[src/design/separation_force_accumulator_assert.svh]
// ----------------------------------------------------------------------------
// separation force accumulator assertion macros
// shared concurrent assertion forms, compiled out when ASSERT_OFF is set
// ----------------------------------------------------------------------------
`ifndef SEPARATION_FORCE_ACCUMULATOR_ASSERT_SVH
`define SEPARATION_FORCE_ACCUMULATOR_ASSERT_SVH

`ifndef ASSERT_OFF

// same-cycle implication
`define SFA_ASSERT_IMPLY(lbl, clk, rst, ante, cons) \
   lbl: assert property (@(posedge clk) disable iff (rst) (ante) |-> (cons)) \
      else $error("assertion failed: same-cycle implication");

// next-cycle implication
`define SFA_ASSERT_NEXT(lbl, clk, rst, ante, cons) \
   lbl: assert property (@(posedge clk) disable iff (rst) (ante) |=> (cons)) \
      else $error("assertion failed: next-cycle implication");

`else

`define SFA_ASSERT_IMPLY(lbl, clk, rst, ante, cons)
`define SFA_ASSERT_NEXT(lbl, clk, rst, ante, cons)

`endif

`endif

[src/design/sfa_pkg.sv]
// ----------------------------------------------------------------------------
// sfa_pkg
// types, widths and codes shared by the separation force accumulator
// ----------------------------------------------------------------------------
package sfa_pkg;

   // fixed point format
   localparam int FRAC_BITS = 16;

   // field widths
   localparam int POS_W  = 32;
   localparam int RAD_W  = 31;
   localparam int FB_W   = 18;
   localparam int AXES   = 3;

   // datapath widths
   localparam int AW      = POS_W + 1;          // per-axis difference / magnitude
   localparam int DW      = AW + 1;             // root and divisor width
   localparam int SQ_W    = 2 * AW;             // sum of three squares
   localparam int SQ_PAD  = 2 * DW;             // radicand, two bits per root bit
   localparam int SREM_W  = DW + 2;             // root remainder
   localparam int NW      = AW + FRAC_BITS;     // dividend / quotient width
   localparam int UW      = FRAC_BITS + 1;      // unit vector component
   localparam int SL      = (NW + 1) / 2;       // low split of the scale
   localparam int SH      = NW - SL;            // high split of the scale
   localparam int PW      = UW + NW;            // full product
   localparam int MW      = PW - FRAC_BITS;     // product after rescale
   localparam int CW      = AW + 2;             // signed contribution
   localparam int ACC_W   = CW + 1;             // accumulate sum width
   localparam int CNT_W   = $clog2(NW + 1);

   // coincidence threshold in raw units
   localparam int EPS_RAW = ((1 << FRAC_BITS) + 5000) / 10000;
   localparam int EPS     = (EPS_RAW > 0) ? EPS_RAW : 1;
   localparam int EW      = $clog2(EPS + 1);
   localparam int ESQ_W   = 2 * EW + 2;

   // work queue depth
   localparam int QDEPTH  = 2;
   localparam int QPW     = (QDEPTH > 1) ? $clog2(QDEPTH) : 1;
   localparam int QCW     = $clog2(QDEPTH + 1);

   // configuration port
   localparam int CSR_AW  = 3;
   localparam int CSR_DW  = 32;

   typedef enum logic [CSR_AW-1:0] {
      CSR_OWN_X      = 3'd0,
      CSR_OWN_Y      = 3'd1,
      CSR_OWN_Z      = 3'd2,
      CSR_RADIUS     = 3'd3,
      CSR_FALLBACK_X = 3'd4,
      CSR_FALLBACK_Z = 3'd5
   } sfa_csr_type;

   typedef enum logic [1:0] {
      KIND_CLOSE,
      KIND_COIN,
      KIND_FULL
   } sfa_kind_type;

   typedef enum logic [3:0] {
      ST_IDLE,
      ST_SQUARE,
      ST_ROOT,
      ST_SCALE,
      ST_DIV,
      ST_UNIT,
      ST_MUL_LO,
      ST_MUL_HI,
      ST_PRODUCT,
      ST_FALLBACK,
      ST_ACC,
      ST_DONE
   } sfa_state_type;

   typedef struct packed {
      logic signed [POS_W-1:0] nbr_x;
      logic signed [POS_W-1:0] nbr_y;
      logic signed [POS_W-1:0] nbr_z;
      logic                    has_neighbor;
      logic                    last;
   } sfa_req_type;

   typedef struct packed {
      logic signed [POS_W-1:0] force_x;
      logic signed [POS_W-1:0] force_y;
      logic signed [POS_W-1:0] force_z;
      logic                    saturated;
   } sfa_rsp_type;

   typedef struct packed {
      logic signed [POS_W-1:0] own_x;
      logic signed [POS_W-1:0] own_y;
      logic signed [POS_W-1:0] own_z;
      logic        [RAD_W-1:0] radius;
      logic signed [FB_W-1:0]  fallback_x;
      logic signed [FB_W-1:0]  fallback_z;
   } sfa_cfg_type;

   // classified item between front and back
   typedef struct packed {
      logic [AXES-1:0][AW-1:0] mag;
      logic [AXES-1:0]         neg;
      sfa_kind_type            kind;
      logic                    last;
   } sfa_work_type;

endpackage

[src/design/sfa_front.sv]
// ----------------------------------------------------------------------------
// sfa_front
// accepts neighbor items, forms own minus neighbor and classifies each item
// ----------------------------------------------------------------------------
module sfa_front (
   input  logic                  clock,
   input  logic                  reset,
   input  sfa_pkg::sfa_cfg_type  cfg,
   input  logic                  req_push,
   output logic                  req_full,
   input  sfa_pkg::sfa_req_type  req_data,
   output logic                  q_push,
   output sfa_pkg::sfa_work_type q_data,
   input  logic                  q_full
);

   localparam logic [sfa_pkg::AW-1:0]    EPS_A  = sfa_pkg::AW'(sfa_pkg::EPS);
   localparam logic [sfa_pkg::ESQ_W-1:0] EPS_SQ =
      sfa_pkg::ESQ_W'(sfa_pkg::EPS * sfa_pkg::EPS);

   logic                                          valid_ff, valid_in;
   logic [sfa_pkg::AXES-1:0][sfa_pkg::AW-1:0]     diff_ff, diff_in;
   logic                                          has_ff, last_ff;
   logic                                          accept;

   // handshake
   assign req_full = valid_ff && q_full;
   assign accept   = req_push && !req_full;
   assign q_push   = valid_ff && !q_full;

   always_comb begin
      valid_in = valid_ff;
      if (accept) begin
         valid_in = 1'b1;
      end else if (q_push) begin
         valid_in = 1'b0;
      end
   end

   // per-axis difference, one bit wider than the positions
   assign diff_in[0] = {cfg.own_x[sfa_pkg::POS_W-1], cfg.own_x}
                     - {req_data.nbr_x[sfa_pkg::POS_W-1], req_data.nbr_x};
   assign diff_in[1] = {cfg.own_y[sfa_pkg::POS_W-1], cfg.own_y}
                     - {req_data.nbr_y[sfa_pkg::POS_W-1], req_data.nbr_y};
   assign diff_in[2] = {cfg.own_z[sfa_pkg::POS_W-1], cfg.own_z}
                     - {req_data.nbr_z[sfa_pkg::POS_W-1], req_data.nbr_z};

   always_ff @(posedge clock) begin
      if (reset) begin
         valid_ff <= 1'b0;
      end else begin
         valid_ff <= valid_in;
      end
   end

   always_ff @(posedge clock) begin
      if (accept) begin
         diff_ff <= diff_in;
         has_ff  <= req_data.has_neighbor;
         last_ff <= req_data.last;
      end
   end

   // magnitudes and the coincidence test on the low bits
   always_comb begin
      logic                      small_all;
      logic [sfa_pkg::ESQ_W-1:0] sq_sum;
      logic [sfa_pkg::EW-1:0]    low;
      small_all = 1'b1;
      sq_sum    = '0;
      q_data    = '0;
      for (int i = 0; i < sfa_pkg::AXES; i++) begin
         q_data.neg[i] = diff_ff[i][sfa_pkg::AW-1];
         q_data.mag[i] = diff_ff[i][sfa_pkg::AW-1] ? (~diff_ff[i] + 1'b1) : diff_ff[i];
         small_all     = small_all && (q_data.mag[i] < EPS_A);
         low           = q_data.mag[i][sfa_pkg::EW-1:0];
         sq_sum        = sq_sum + sfa_pkg::ESQ_W'(low * low);
      end
      q_data.last = last_ff;
      if (!has_ff) begin
         q_data.kind = sfa_pkg::KIND_CLOSE;
      end else if (small_all && (sq_sum < EPS_SQ)) begin
         q_data.kind = sfa_pkg::KIND_COIN;
      end else begin
         q_data.kind = sfa_pkg::KIND_FULL;
      end
   end

endmodule

[config.mk]
export PLATFORM = sky130hd
export DESIGN_NAME = sfa_front
export DESIGN_NICKNAME = d
export VERILOG_FILES = /design/src/design/separation_force_accumulator_assert.svh /design/src/design/sfa_pkg.sv /design/src/design/sfa_front.sv
export SDC_FILE = /design/constraint.sdc
export NUM_CORES = 1
export LEC_CHECK = 0
export BUFFER_PORTS_ARGS = -buffer_cell sky130_fd_sc_hd__buf_4
export CORE_MARGIN = 2
export CORE_UTILIZATION = 48
export DETAILED_ROUTE_END_ITERATION = 10
export GPL_TIMING_DRIVEN = 0
export PLACE_DENSITY_LB_ADDON = 0.2
export SYNTH_ARGS = -nofsm -noshare
export SYNTH_HDL_FRONTEND = slang
export SYNTH_SLANG_ARGS = --single-unit
[constraint.sdc]
create_clock -name clock -period 5.55 [get_ports clock]
set_input_delay 0.555 -clock clock [delete_from_list [all_inputs] [get_ports clock]]
set_output_delay 0.555 -clock clock [all_outputs]
set_load 0.01 [all_outputs]
; ---- Word level (Yosys, flattened, before mapping)
; Index checks and enable logic that the tools add are counted.
[classes]
n_addsub = 8
multipliers = 3
order_cmp = 4
n_mux = 7
n_bitwise = 3
n_reduce_logical = 9
[op_table]
columns = op, n
row1 = "adder 33 x 1 -> 33 bit, second input constant", 3
row2 = "< comparator 33 x 3 -> 1 bit, second input constant", 3
row3 = two-way mux 33 bit, 3
row4 = NOT 33 bit, 3
row5 = subtractor 32 x 32 -> 33 bit, 3
row6 = multiplier 3 x 3 -> 6 bit, 3
row7 = adder 7 x 6 -> 8 bit, 1
row8 = "< comparator 8 x 6 -> 1 bit, second input constant", 1
row9 = adder 6 x 6 -> 7 bit, 1
row10 = logical AND 1 bit, 6
row11 = two-way mux 2 bit, 2
row12 = logical NOT 1 bit, 2
row13 = two-way mux 1 bit, 2
row14 = nonzero test 2 bit, 1
[word_totals]
ff_bits = 102
output_inout_bits = 107
elab_cells = 40

; ---- Depth between registers and ports, before layout
[logic_depth]
depth_word = 10
mapped_depth = 22
ltp_nobuf = 21

; ---- Worst setup path before layout
; OpenSTA, ideal clock, no wires.
[synth_path]
kind = input-to-reg
from = input port q_full
to = register diff_ff[0] in the netlist's numbering, enable pin
setup_time_ns = 0.573
arrival_time_ns = 5.234
t_required_ns = 4.977
setup_slack_ns = -0.257
stages = 2
n_path_buf = 0
path_cell_list = and2_1 nor2b_1
[synth_via]
elab_chain_cells = 3
[synth_rtl]
columns = item, line_no
row1 = "start, declared", sfa_front.sv:14  ; input logic q_full
row2 = logical AND 1 bit, sfa_front.sv:27  ; assign req_full = valid_ff && q_full;
row3 = logical NOT 1 bit, sfa_front.sv:28  ; assign accept = req_push && !req_full;
row4 = logical AND 1 bit, sfa_front.sv:28
row5 = net accept, sfa_front.sv:24  ; logic accept;
row6 = "end signal, assigned", sfa_front.sv:58  ; diff_ff <= diff_in;
row7 = "end, declared", sfa_front.sv:22  ; logic [sfa_pkg::AXES-1:0][sfa_pkg::AW-1:0] diff_ff, diff_in;
; The timed path passes the listed nets, and every way through them passes these cells.
; A chain may end at the register's enable or synchronous reset.

==> results_dict.tcl <==
set metrics [dict create \
    status "finished, final reports clean" \
    rsz0062_at_grt "true" \
    area_delta_synth_final_pct 30.3 \
    grt_remaining_overflow 0 \
    final-setup-viol-count 0 \
    synth-compound-area-share 0.209 \
    gp_congestion 0.944 \
    viasPerCell 5.64 \
    synth_edf_count 101 \
    power_leakage_uw 0.00659 \
    drive_above_1_share 0.256 \
    ys_warn_count 0 \
    worstSkewPairLatency_ps 360 \
    cp_slowest_cell "fa_2" \
    cts.sinks 102 \
    grt_pass1_vias 10600 \
    fp-row-count 56 \
    postSynthCellCount 1376 \
    hold_viol 0 \
    io_buffers 304 \
    grt_max_degree 39 \
    netlist-cell-type-count 70 \
    cp-end-kind "output port" \
    crit_type "flop to output port" \
    drt-total-wl_um 34000 \
    clk_path_buf_depth 2 \
    layoutNonFillerInstCount 2044 \
    clkSlewWorstSetupHoldPaths_ps 80 \
    cts_tree "done" \
    ant_nets 0 \
    worstPathRequired_ps 4990 \
    maxCapViolations 0 \
    min-delay-start "reset" \
    fmax_ghz 0.183 \
    start_util 0.491 \
    drtIter0Drc 720 \
    num_vias 11500 \
    synth-simple-area-share 0.189 \
    synthFlopType "edfxtp_1" \
    period_share 0.982 \
    min_period_ps 5450 \
    cts-root-buf "clkbuf_16" \
    coreArea_um2 23600 \
    die_y_um 159 \
    max_stage_delay_ps 540 \
    r2r_start "valid_ff" \
    synth_fa_ha_area_frac 0.137 \
    setup-tns-final_ps 0 \
    synth-async-reset-ratio 0 \
    synth-xor-area-share 0.125 \
    crit_chain "inv_2 -> ha_4 -> inv_6 -> nand2_8 -> xnor2_4 -> and2_4 -> ha_4 -> inv_2 -> fa_2 -> fa_1 -> inv_1 -> ha_2 -> nand2_2 -> or4b_4 -> a21oi_4 -> a21oi_2 -> nor4_1 -> nand4b_1 -> nor4_2 -> nand4_1 -> and2_1 -> buf_6" \
    numCtsBuffers 9 \
    synth_largest_area_cell "edfxtp_1" \
    synth_top_family_by_area "compound AO/OA/AOI/OAI gates" \
    hold_path.class "input pin to flop" \
    synth.ff_latch_count 102 \
    synthMuxAreaShare 0.00453 \
    arrival_ps 4900 \
    pin_count 372 \
    p_per_area_nw_per_um2 241 \
    synth.most_common_cell "inv_1" \
    numPlacedInstances 2001 \
    firstDrtPassIters 8 \
    die_w_um 159 \
    cp-startpoint "diff_ff[67]" \
    wl_per_cell_um 16.7 \
    hpwlAfterDp_um 27300 \
    slew_viol_final 0 \
    relSlewSlack 0.366 \
    holdBufCountCts 0 \
    grtUsageTotal 0.254 \
    antenna_found_initial 0 \
    syn_area_um2 11600 \
    cp-start-kind "flop" \
    fin_skew_ps 8.38 \
    total_power_uw 3640 \
    syn-num-nets 1762 \
    synth_top_area_share 0.262 \
    synthTopCellsByCount "inv_1, xnor2_1, ha_1, edfxtp_1, a21oi_1" \
    avgSynthCellArea_um2 8.43 \
    die_area_um2 25400 \
    n_antenna_cell 0 \
    synth_seq_area_share 0.263 \
    cp_max_fo 6 \
    grt_pass1_wl_um 52800 \
    cts.htree.levels 3 \
    synthTopCellsByArea "edfxtp_1, ha_1, xnor2_1" \
    worst_pin_slew_ps 950 \
    drc 0 \
    layout.nets 2106 \
    ir_drop_mv 0.154 \
]
-- kinds of logic (layout without fill, tap and decap cells) --
family	Yosys count	after routing
flip-flops	102	102
XOR/XNOR	166	166
multiplexers	5	5
adder cells (fa/ha/maj)	121	121
AND/OR/NAND/NOR	403	403
AO/OA/AOI/OAI	365	365
buffers and inverters	214	563
-- worst max-delay path, delay by kind of cell (launching register included) --
| family | cells | cell delay, ps |
|---|---|---|
| AO/OA/AOI/OAI | 2 | 180 |
| XOR/XNOR | 1 | 80 |
| adder cells (fa/ha/maj) | 5 | 1640 |
| buffers and inverters | 5 | 410 |
| flip-flops | 1 | 430 |
| AND/OR/NAND/NOR | 9 | 1780 |
-- cell type report --
cell class / instances / area, um2
clock buffer: 10 / 229
buffer: 34 / 194
sequential: 102 / 3050
fill: 2054 / 8500
multi-input combinational: 1060 / 7940
tap: 319 / 399
timing repair buffer: 341 / 2590
clock inverter: 6 / 57.6
inverter: 172 / 651
-- report_power, final --
part / internal (uW) / switching [uW]
Sequential: 996 / 113
Clock: 317 / 314
Combinational: 905 / 997
Total: 2220 / 1420
-- registers in the layout, indices dropped and copies added, names as in the netlist --
signal	cells
diff_ff	96
has_ff	1
last_ff	1
q_data	3
valid_ff	1
-- final timing paths --
path | to | slack (ps) | cells after the start
setup / recovery | q_data[2] | 100 | 22
hold / removal | valid_ff | 340 | 2
setup reg to reg | diff_ff[36] | 3660 | 3
hold reg to reg | valid_ff | 650 | 3
-- cell usage in the layout, fill, tap and decap left out, types with 27 or more instances in the layout --
master / instances
a21oi_1: 95
buf_4: 345
edfxtp_1: 101
ha_1: 104
inv_1: 163
nand2_1: 74
nor2_1: 90
nor3_1: 27
o21ai_0: 66
o41ai_1: 27
xnor2_1: 131
xor2_1: 31
-- routing by layer --
metal,wire length (um),up-vias,global-route usage
met5,0,-,0
met4,1110,0,0.0897
met1,14300,5295,0.331
met2,16000,463,0.427
li1,-,5700,-
met3,2630,68,0.0440
-- per-stage QoR --
step,worst slack (ps),hold slack (ps),cell area (um2),utilization
after floorplan,1.87,627,11600,-
after global placement,-1070,607,14300,0.606
after detailed placement,-1120,643,14300,0.607
after CTS,-3.82,332,15000,0.633
after global routing,-114,342,15100,0.640
final,98.3,337,15100,0.640
-- what timing repair did --
action,CTS,global route
endpoints found under the setup margin,2,2
gates resized for setup,45,28
pin swaps,14,14
setup buffers,20,15
Note: power is estimated with default switching activity, not from simulation.
