==> src/design/separation_force_accumulator_assert.svh <==
// ----------------------------------------------------------------------------
// separation force accumulator assertion macros
// shared concurrent assertion forms, compiled out when ASSERT_OFF is set
// ----------------------------------------------------------------------------
`ifndef SEPARATION_FORCE_ACCUMULATOR_ASSERT_SVH
`define SEPARATION_FORCE_ACCUMULATOR_ASSERT_SVH

`ifndef ASSERT_OFF

// same-cycle implication
`define SFA_ASSERT_IMPLY(lbl, clk, rst, ante, cons) \
   lbl: assert property (@(posedge clk) disable iff (rst) (ante) |-> (cons)) \
      else $error("assertion failed: same-cycle implication");

// next-cycle implication
`define SFA_ASSERT_NEXT(lbl, clk, rst, ante, cons) \
   lbl: assert property (@(posedge clk) disable iff (rst) (ante) |=> (cons)) \
      else $error("assertion failed: next-cycle implication");

`else

`define SFA_ASSERT_IMPLY(lbl, clk, rst, ante, cons)
`define SFA_ASSERT_NEXT(lbl, clk, rst, ante, cons)

`endif

`endif

==> src/design/sfa_pkg.sv <==
// ----------------------------------------------------------------------------
// sfa_pkg
// types, widths and codes shared by the separation force accumulator
// ----------------------------------------------------------------------------
package sfa_pkg;

   // fixed point format
   localparam int FRAC_BITS = 16;

   // field widths
   localparam int POS_W  = 32;
   localparam int RAD_W  = 31;
   localparam int FB_W   = 18;
   localparam int AXES   = 3;

   // datapath widths
   localparam int AW      = POS_W + 1;          // per-axis difference / magnitude
   localparam int DW      = AW + 1;             // root and divisor width
   localparam int SQ_W    = 2 * AW;             // sum of three squares
   localparam int SQ_PAD  = 2 * DW;             // radicand, two bits per root bit
   localparam int SREM_W  = DW + 2;             // root remainder
   localparam int NW      = AW + FRAC_BITS;     // dividend / quotient width
   localparam int UW      = FRAC_BITS + 1;      // unit vector component
   localparam int SL      = (NW + 1) / 2;       // low split of the scale
   localparam int SH      = NW - SL;            // high split of the scale
   localparam int PW      = UW + NW;            // full product
   localparam int MW      = PW - FRAC_BITS;     // product after rescale
   localparam int CW      = AW + 2;             // signed contribution
   localparam int ACC_W   = CW + 1;             // accumulate sum width
   localparam int CNT_W   = $clog2(NW + 1);

   // coincidence threshold in raw units
   localparam int EPS_RAW = ((1 << FRAC_BITS) + 5000) / 10000;
   localparam int EPS     = (EPS_RAW > 0) ? EPS_RAW : 1;
   localparam int EW      = $clog2(EPS + 1);
   localparam int ESQ_W   = 2 * EW + 2;

   // work queue depth
   localparam int QDEPTH  = 2;
   localparam int QPW     = (QDEPTH > 1) ? $clog2(QDEPTH) : 1;
   localparam int QCW     = $clog2(QDEPTH + 1);

   // configuration port
   localparam int CSR_AW  = 3;
   localparam int CSR_DW  = 32;

   typedef enum logic [CSR_AW-1:0] {
      CSR_OWN_X      = 3'd0,
      CSR_OWN_Y      = 3'd1,
      CSR_OWN_Z      = 3'd2,
      CSR_RADIUS     = 3'd3,
      CSR_FALLBACK_X = 3'd4,
      CSR_FALLBACK_Z = 3'd5
   } sfa_csr_type;

   typedef enum logic [1:0] {
      KIND_CLOSE,
      KIND_COIN,
      KIND_FULL
   } sfa_kind_type;

   typedef enum logic [3:0] {
      ST_IDLE,
      ST_SQUARE,
      ST_ROOT,
      ST_SCALE,
      ST_DIV,
      ST_UNIT,
      ST_MUL_LO,
      ST_MUL_HI,
      ST_PRODUCT,
      ST_FALLBACK,
      ST_ACC,
      ST_DONE
   } sfa_state_type;

   typedef struct packed {
      logic signed [POS_W-1:0] nbr_x;
      logic signed [POS_W-1:0] nbr_y;
      logic signed [POS_W-1:0] nbr_z;
      logic                    has_neighbor;
      logic                    last;
   } sfa_req_type;

   typedef struct packed {
      logic signed [POS_W-1:0] force_x;
      logic signed [POS_W-1:0] force_y;
      logic signed [POS_W-1:0] force_z;
      logic                    saturated;
   } sfa_rsp_type;

   typedef struct packed {
      logic signed [POS_W-1:0] own_x;
      logic signed [POS_W-1:0] own_y;
      logic signed [POS_W-1:0] own_z;
      logic        [RAD_W-1:0] radius;
      logic signed [FB_W-1:0]  fallback_x;
      logic signed [FB_W-1:0]  fallback_z;
   } sfa_cfg_type;

   // classified item between front and back
   typedef struct packed {
      logic [AXES-1:0][AW-1:0] mag;
      logic [AXES-1:0]         neg;
      sfa_kind_type            kind;
      logic                    last;
   } sfa_work_type;

endpackage

==> src/design/sfa_queue.sv <==
// ----------------------------------------------------------------------------
// sfa_queue
// short work queue between the classifying front and the arithmetic back
// ----------------------------------------------------------------------------
`include "separation_force_accumulator_assert.svh"

module sfa_queue (
   input  logic                  clock,
   input  logic                  reset,
   input  logic                  push,
   input  sfa_pkg::sfa_work_type push_data,
   output logic                  full,
   input  logic                  pop,
   output sfa_pkg::sfa_work_type pop_data,
   output logic                  empty
);

   sfa_pkg::sfa_work_type     entry_ff [sfa_pkg::QDEPTH];
   logic [sfa_pkg::QPW-1:0]   wr_ptr_ff, wr_ptr_in;
   logic [sfa_pkg::QPW-1:0]   rd_ptr_ff, rd_ptr_in;
   logic [sfa_pkg::QCW-1:0]   count_ff, count_in;
   logic                      do_push, do_pop;

   assign full     = (count_ff == sfa_pkg::QCW'(sfa_pkg::QDEPTH));
   assign empty    = (count_ff == '0);
   assign do_push  = push && !full;
   assign do_pop   = pop && !empty;
   assign pop_data = entry_ff[rd_ptr_ff];

   // pointer and fill count update
   always_comb begin
      wr_ptr_in = wr_ptr_ff;
      rd_ptr_in = rd_ptr_ff;
      count_in  = count_ff;
      if (do_push) begin
         wr_ptr_in = (wr_ptr_ff == sfa_pkg::QPW'(sfa_pkg::QDEPTH - 1)) ? '0 : wr_ptr_ff + 1'b1;
      end
      if (do_pop) begin
         rd_ptr_in = (rd_ptr_ff == sfa_pkg::QPW'(sfa_pkg::QDEPTH - 1)) ? '0 : rd_ptr_ff + 1'b1;
      end
      if (do_push && !do_pop) begin
         count_in = count_ff + 1'b1;
      end else if (do_pop && !do_push) begin
         count_in = count_ff - 1'b1;
      end
   end

   always_ff @(posedge clock) begin
      if (reset) begin
         wr_ptr_ff <= '0;
         rd_ptr_ff <= '0;
         count_ff  <= '0;
      end else begin
         wr_ptr_ff <= wr_ptr_in;
         rd_ptr_ff <= rd_ptr_in;
         count_ff  <= count_in;
      end
   end

   always_ff @(posedge clock) begin
      if (do_push) begin
         entry_ff[wr_ptr_ff] <= push_data;
      end
   end

   `SFA_ASSERT_IMPLY(a_count_bound, clock, reset, 1'b1, count_ff <= sfa_pkg::QCW'(sfa_pkg::QDEPTH))
   `SFA_ASSERT_IMPLY(a_no_push_full, clock, reset, push, !full)
   `SFA_ASSERT_NEXT(a_fill_up, clock, reset, do_push && !do_pop, count_ff == $past(count_ff) + 1'b1)

endmodule

==> config.mk <==
export PLATFORM = sky130hd
export DESIGN_NAME = sfa_queue
export DESIGN_NICKNAME = d
export VERILOG_FILES = /design/src/design/sfa_pkg.sv /design/src/design/sfa_queue.sv
export VERILOG_INCLUDE_DIRS = /design/src /design/src/design
export SDC_FILE = /design/constraint.sdc
export NUM_CORES = 1
export LEC_CHECK = 0
export BUFFER_PORTS_ARGS = -buffer_cell sky130_fd_sc_hd__buf_2
export CORE_AREA = 2 2 145 147
export DETAILED_ROUTE_END_ITERATION = 10
export DIE_AREA = 0 0 147 149
export PLACE_DENSITY = 0.65
export SETUP_SLACK_MARGIN = 0.3
export SLEW_MARGIN = 15
export SYNTH_ARGS = -nofsm -noshare
export SYNTH_HDL_FRONTEND = slang
export SYNTH_SLANG_ARGS = --single-unit
==> constraint.sdc <==
create_clock -name clock -period 4.6 [get_ports clock]
set_clock_uncertainty 0.1 [all_clocks]
set_input_delay 1.15 -clock clock [delete_from_list [all_inputs] [get_ports clock]]
set_output_delay 1.15 -clock clock [all_outputs]
set_load 0.02 [all_outputs]
**Yosys cells after proc, flatten, opt, wreduce, memory -nomap -nowiden**

Memories as Yosys holds them, arrays and structs flattened. A register that Yosys moved wholly into a read port is not among the register bits.
Cells that the tools add are included.

- Word-level logic and storage cells: 27
- Memory bits (writable): 210
- Memories: 1
- Register bits: 4

- Equal/unequal tests: 1
- Multiplexer cells: 8
- Reduce and logical (&&, ||, !) cells: 10
- Add/sub/neg operators: 4

Memory list:

| name | depth | width | rd ports | clocked after Yosys merged registers in | write ports | RTL line | source |
|---|---|---|---|---|---|---|---|
| entry_ff | 2 | 105 | 1 | 1 | 1 | sfa_queue.sv:18 | `sfa_pkg::sfa_work_type entry_ff [sfa_pkg::QDEPTH];` |

Operators by type and width:

| cell | count |
|---|---|
| two-way mux 1 bit | 6 |
| logical AND 1 bit | 4 |
| logical NOT 1 bit | 4 |
| two-way mux 2 bit | 2 |
| adder 1 bit (second input constant) | 2 |
| adder 2 x 1 -> 2 bit (second input constant) | 1 |
| == test 2 bit (second input constant) | 1 |
| logical NOT 2 bit | 1 |
| nonzero test 2 bit | 1 |
| subtractor 2 x 1 -> 2 bit (second input constant) | 1 |

**Logic depth before layout (Yosys ltp)**

Gate-level depths: netlist of the first run.

- Depth after elaboration: 7
- Gate-level depth with buffers: 6
- Depth with buffers taken out: 6

**Least setup slack after synthesis of the first run**

Ideal clock, no wire load.

- Path kind: input to register
- Start point: input port push
- End point: memory entry_ff[1][0] in the netlist's numbering, enable pin
- Buffers on the path: 0
- Arrival time: 3768 ps
- Path slack: 256 ps
- Cell stages on the path: 3
- Setup time: 476 ps
- Cells stage by stage: inv_1 -> nor2_1 -> and2_1

- Word-level cells in the longest chain between the ends: 3

RTL lines:

| element | RTL line | source |
|---|---|---|
| start, declared | sfa_queue.sv:10 | `input logic push,` |
| logical AND 1 bit | sfa_queue.sv:26 | `assign do_push = push && !full;` |
| named net do_push | sfa_queue.sv:22 | `logic do_push, do_pop;` |
| two-way mux 1 bit | sfa_queue.sv:61 | `if (do_push) begin` |
| two-way mux 1 bit (not written as such) | sfa_queue.sv:62 | `entry_ff[wr_ptr_ff] <= push_data;` |
| end, declared | sfa_queue.sv:18 |  |

The timed path passes the listed nets, and every way through them passes these cells.

==> results of run 1 <==
kinds of logic after synthesis:
kind of cell,Yosys count,synth area share
xor+xnor,3,0.00327
fa+ha+maj,1,0.00155
compound gates,5,0.00311
buf+inv,14,0.0198
mux,105,0.170
flops,215,0.796
simple gates,9,0.00575
critical path, cell delays in order (launching register included):
cell	delay, ps
dfxtp_4	750
buf_12	460
mux2_2	390
buf_2	160
cells in the final DEF (no fill, tap or decap):
master	n
edfxtp_1	210
buf_2	215
bufinv_16	2
dfxtp_1	4
diode_2	1
buf_12	3
nor2b_2	1
dfxtp_4	1
clkbuf_1	5
mux2_2	55
clkbuf_16	23
and2_4	1
clkinv_2	3
nor2_1	5
clkinv_1	3
a21oi_1	2
inv_4	1
clkbuf_8	2
mux2_4	50
o21ai_0	3
clkinvlp_4	3
or3_1	2
xor2_1	3
inv_1	1
ha_1	1
power breakdown:
| part | switching (mW) | total (mW) | leakage, nW | internal (mW) |
|---|---|---|---|---|
| clock | 0.703 | 1.76 | 0.349 | 1.06 |
| combinational | 0.903 | 1.59 | 1.49 | 0.683 |
| sequential | 0.121 | 2.58 | 2.00 | 2.46 |
synth_stat cells:
library cell / instances
edfxtp_1: 210
mux2_2: 55
mux2_4: 50
buf_12: 5
buf_2: 5
dfxtp_1: 5
nor2_1: 5
o21ai_0: 3
xor2_1: 3
a21oi_1: 2
inv_1: 2
or3_1: 2
and2_1: 1
buf_6: 1
buf_8: 1
ha_1: 1
nor2b_2: 1
routing by layer:
metal | vias to the layer above | global-route usage
met2 | 163 | 0.226
li1 | 1860 | -
met1 | 1977 | 0.161
met3 | 29 | 0.0388
met5 | - | 0
met4 | 2 | 0.0380
final timing paths:
| check | end | slack, ps | cells past startpoint |
|---|---|---|---|
| max | pop_data[9] | 1040 | 3 |
| min | wr_ptr_ff | 410 | 2 |
| min reg2reg | wr_ptr_ff | 410 | 2 |
| max reg2reg | entry_ff[0][91] | 2300 | 4 |
state kept, by name, summed over array words and instances, names as in the netlist, named ones only:
| name | flops |
|---|---|
| entry_ff | 210 |
| count_ff | 2 |
| rd_ptr_ff | 1 |
| wr_ptr_ff | 1 |
stage by stage:
stage	hold slack (ps)	utilization	cell area (um^2)	worst slack [ps]	cells
floorplan	352	-	8050	448	352
global placement	375	0.456	9380	1540	833
detailed placement	393	0.456	9380	1500	833
CTS	405	0.492	10100	981	874
global route	427	0.492	10100	919	874
finish	412	0.492	10100	1040	875
layout make-up:
cell class                      instances  area [um^2]  share of cell area
Antenna cell                            1         2.50            0.000247
Clock buffer                           30          622              0.0615
Clock inverter                         11          109              0.0108
Inverter                                2         10.0            0.000989
Multi-Input combinational cell        123         1480               0.147
Sequential cell                       215         6410               0.634
Tap cell                              275          344              0.0340
Timing Repair Buffer                  218         1140               0.112
==> impl_metrics.tcl, run 1 <==
set metrics [dict create \
    grt_setup_unrepaired "no" \
    fmax_ghz 0.281 \
    cp.required_ps 3350 \
    die_x_um 147 \
    worstPathArrival_ps 2310 \
    drt-met1-wl_um 6070 \
    areaGrowthSynthToFinish_pct 25.7 \
    globalplace.congestion 0.738 \
    start_util 0.391 \
    die_h_um 149 \
    grt_antenna_before_repair 1 \
    first_pass_iters 4 \
    hp-class "register to register" \
    rr_startpoint "count_ff[0]" \
    io_buffers 215 \
    ys_ff_latch 215 \
    seq_area_frac_synth 0.796 \
    gr-usage-all-layers 0.131 \
    critPathKind "register to output pin" \
    synth_top_area_share 0.784 \
    wl_met2_um 7370 \
    period_share 0.775 \
    ys_types 17 \
    outcome "finished, final reports clean" \
    placementRows 53 \
    numClockSinks 215 \
    min_from "wr_ptr_ff" \
    cts_tree "built" \
    routed_wl_um 14900 \
    yosysTopAreaCell "edfxtp_1" \
    clkLatencyLatePin_ps 490 \
    num_vias 4031 \
    num_io_pins 216 \
    p_per_area_mw_per_mm2 587 \
    vias_per_cell 4.61 \
    hold_viol_final 0 \
    synth.cell_area_mm2 0.00805 \
    cts_resized 0 \
    met3_wirelength_um 1050 \
    cts_buffer_depth 3 \
    power.leakage_nw 3.84 \
    total_power_mw 5.94 \
    postCtsHoldBufs 0 \
    initialDrtViolationCount 137 \
    period_needed_ps 3560 \
    finalSetupViolations 0 \
    grt_pass1_wl_um 22400 \
    ant_nets 0 \
    max_cap_viol_count 0 \
    avgSynthCellArea_um2 22.9 \
    synthCells 352 \
    dieArea_mm2 0.0219 \
    syn_nets 462 \
    maxUsedRoutingLayer "met5" \
    slew_headroom 0.584 \
    grt_max_degree 67 \
    dp_hpwl_um 9580 \
    drive_gt1_frac 0.601 \
    post_cts_buffers 0 \
    fillers 1723 \
    slew_viol_final 0 \
    final_nets 693 \
    cp-end-kind "output pin" \
    drcViolationCount 0 \
    wl_per_cell_um 17.0 \
    vdd_drop_max_uv 350 \
    grt-ovfl-total 0 \
    htreeDepth 1 \
    core_mm2 0.0206 \
    clkTransAtPathRegs_ps 60 \
    grt_pass1_vias 4321 \
    worstPathMaxFanout 66 \
    synth_area_leaders "edfxtp_1, mux2_4, mux2_2, buf_12, dfxtp_1" \
    worst_pin_slew_ps 624 \
    cts-root-buf "clkbuf_16" \
    start_kind "register" \
    tns_ps 0 \
    cts_buffers 23 \
    ys_warn_count 0 \
]
No activity file was read; power rests on OpenSTA's default activity.
==> run 2: changes to the inputs <==
--- a/config.mk
+++ b/config.mk
@@ -6,11 +6,12 @@
 export SDC_FILE = /design/constraint.sdc
 export NUM_CORES = 1
 export LEC_CHECK = 0
+export ABC_AREA = 1
 export BUFFER_PORTS_ARGS = -buffer_cell sky130_fd_sc_hd__buf_2
-export CORE_AREA = 2 2 145 147
+export CORE_AREA = 2 2 146 148
 export DETAILED_ROUTE_END_ITERATION = 10
-export DIE_AREA = 0 0 147 149
-export PLACE_DENSITY = 0.65
+export DIE_AREA = 0 0 148 150
+export PLACE_DENSITY = 0.64
 export SETUP_SLACK_MARGIN = 0.3
 export SLEW_MARGIN = 15
 export SYNTH_ARGS = -nofsm -noshare
==> constraint.sdc (replaced) <==
create_clock -name clock -period 3.5 [get_ports clock]
set_clock_uncertainty 0.1 [all_clocks]
set_input_delay 0.875 -clock clock [delete_from_list [all_inputs] [get_ports clock]]
set_output_delay 0.875 -clock clock [all_outputs]
set_load 0.02 [all_outputs]
==> run 2 against run 1 <==
Utilization up 0.22 points. Die area up 1.4%. First-iteration DRC count up 34%. Synthesized cell count up 3.4%. Worst hold slack better by 29 ps. Setup slack worse by 420 ps. Register-to-register slack worse by 940 ps. Area after synthesis up 0.31%. Global-route usage down 0.25 points. Sequential cell count unchanged. Clock-buffer cell count down 6.
==> impl_metrics.tcl, run 2 <==
set metrics [dict create \
    seq_area_frac_synth 0.794 \
    p_per_area_mw_per_mm2 756 \
    grt_antenna_before_repair 4 \
    clkLatencyLatePin_ps 490 \
    yosysTopAreaCell "edfxtp_1" \
    dieArea_mm2 0.0222 \
    min_from "wr_ptr_ff" \
    dp_hpwl_um 9870 \
    io_buffers 215 \
    ant_nets 0 \
    slew_viol_final 0 \
    holdPathStages 2 \
    num_io_pins 216 \
    areaGrowthSynthToFinish_pct 26.7 \
    worst_pin_slew_ps 755 \
    power.leakage_nw 3.91 \
    routed_wl_um 14900 \
    period_share 0.824 \
    dp.cells 848 \
    grt_use_met1 0.145 \
    path_cells "buf_12 -> mux2_2 -> buf_2" \
    vdd_drop_max_uv 370 \
    regMostFlops "entry_ff" \
    largest_reg_flops 210 \
    worstPathArrival_ps 1910 \
    period_needed_ps 2880 \
    synth_area_leaders "edfxtp_1, mux2_4, mux2_2, buf_12, dfxtp_1" \
    final_nets 708 \
    synth_edf_count 210 \
    outcome "finished, final reports clean" \
    grt_pass1_vias 4429 \
    ys_warn_count 0 \
    ys.flop_type "edfxtp_1" \
    synthTopCellsByCount "edfxtp_1, mux2_2, mux2_4, inv_1, nor2_1" \
    cts_buffer_depth 3 \
    grt-ovfl-total 0 \
    postCtsHoldBufs 0 \
    gr-usage-met3 0.0473 \
    total_power_mw 7.73 \
    start_util 0.390 \
    num_vias 4104 \
    synthCells 364 \
    gr-usage-all-layers 0.129 \
    vias_per_cell 4.62 \
    clkTransAtPathRegs_ps 60 \
    finalNonFillerCells 889 \
    holdPathEnd "wr_ptr_ff" \
    drcViolationCount 0 \
    fin_ws_ps 615 \
    die_x_um 148 \
    core_mm2 0.0207 \
    cp-end-kind "output pin" \
    numClockSinks 215 \
    wl_per_cell_um 16.7 \
    final_cell_mix "buf_2, edfxtp_1, mux2_2" \
    max_cap_viol_count 0 \
    hp-class "register to register" \
    cp.required_ps 2520 \
    start_kind "register" \
    ys_types 17 \
    grt_pass1_wl_um 22300 \
    hold_viol_final 0 \
    placementRows 53 \
    synth.cell_area_mm2 0.00807 \
    grt_max_degree 68 \
    async_reset_ff_frac 0 \
    ys_ff_latch 215 \
    grtUsageMet2 0.234 \
    avgSynthCellArea_um2 22.2 \
    slowest_delay_ps 500 \
    cts-root-buf "clkbuf_16" \
    worstPathMaxFanout 43 \
    fmax_ghz 0.347 \
    cts_tree "built" \
    rr_startpoint "count_ff[1]" \
    critPathKind "register to output pin" \
    yosysMostFrequentCell "edfxtp_1" \
    final_util 0.494 \
    globalplace.congestion 0.695 \
    final_common_cell "buf_2" \
    htreeDepth 1 \
    finalSetupViolations 0 \
    synth_top_area_share 0.781 \
    dp_slack_ps 1090 \
    cts_resized 0 \
    drive_gt1_frac 0.591 \
    ff2ff_setup_slack_ps 1360 \
    post_cts_buffers 0 \
    first_pass_iters 4 \
    crit_slowest_cell "dfxtp_4" \
    hold_slack_ps 441 \
    reg2reg_depth 9 \
    largestRegisters "entry_ff: 210 flops, count_ff: 2 flops" \
    die_h_um 150 \
    cts_buffers 23 \
    r2r_end "count_ff[1]" \
    slew_headroom 0.491 \
    grt_setup_unrepaired "no" \
    syn_nets 474 \
    initialDrtViolationCount 184 \
    gr-max-usage-layer "met2" \
]
==> run 2: cell families after synthesis <==
group	count (synthesis)	synth area share
flip-flops	215	0.794
multiplexers	105	0.170
adder cells (fa/ha/maj)	1	0.00155
AO/OA/AOI/OAI	6	0.00372
AND/OR/NAND/NOR	16	0.00822
buffers and inverters	21	0.0229
==> run 2: worst max-delay path: cells and delay by family (launching register included) <==
kind	cells	cell delay, ps
DFF	1	500
buffers and inverters	2	490
muxes	1	380
==> run 2: cell type report <==
| cell class | instances | area [um^2] |
|---|---|---|
| inverter | 9 | 33.8 |
| tap | 275 | 344 |
| clock buffer | 24 | 579 |
| antenna | 1 | 2.50 |
| sequential | 215 | 6410 |
| fill | 1729 | 10500 |
| multi-input combinational | 128 | 1490 |
| timing repair buffer | 221 | 1170 |
| clock inverter | 16 | 193 |
==> run 2: power breakdown <==
group	total (mW)	switching [mW]	internal, mW
clock network	2.43	0.934	1.50
logic	1.93	1.13	0.802
registers	3.36	0.109	3.26
total	7.73	2.18	5.55
==> run 2: worst max-delay path by stage <==
stage	slack, ps	endpoint	start	cells after the start
after floorplan	-840	entry_ff[0][0]	push	2
after detailed placement	1090	entry_ff[0][61]	push	4
after global placement	1110	entry_ff[1][52]	push	4
after global routing	540	pop_data[87]	register	3
after CTS	590	pop_data[87]	register	3
final	620	pop_data[87]	register	3
==> run 2: per-stage QoR <==
stage	TNS (ps)	cell area [um^2]
finish	0	10200
global placement	0	9450
global route	0	10200
floorplan	-176470	8080
detailed placement	0	9450
CTS	0	10200
==> run 2: routing by layer <==
metal  vias to the layer above  part of all wire  wire length [um]
met5                         -            0.0027                40
met4                         6             0.011               157
met3                        21             0.090              1340
met2                       162              0.52              7690
met1                      2014              0.38              5660
li1                       1901                 -                 -
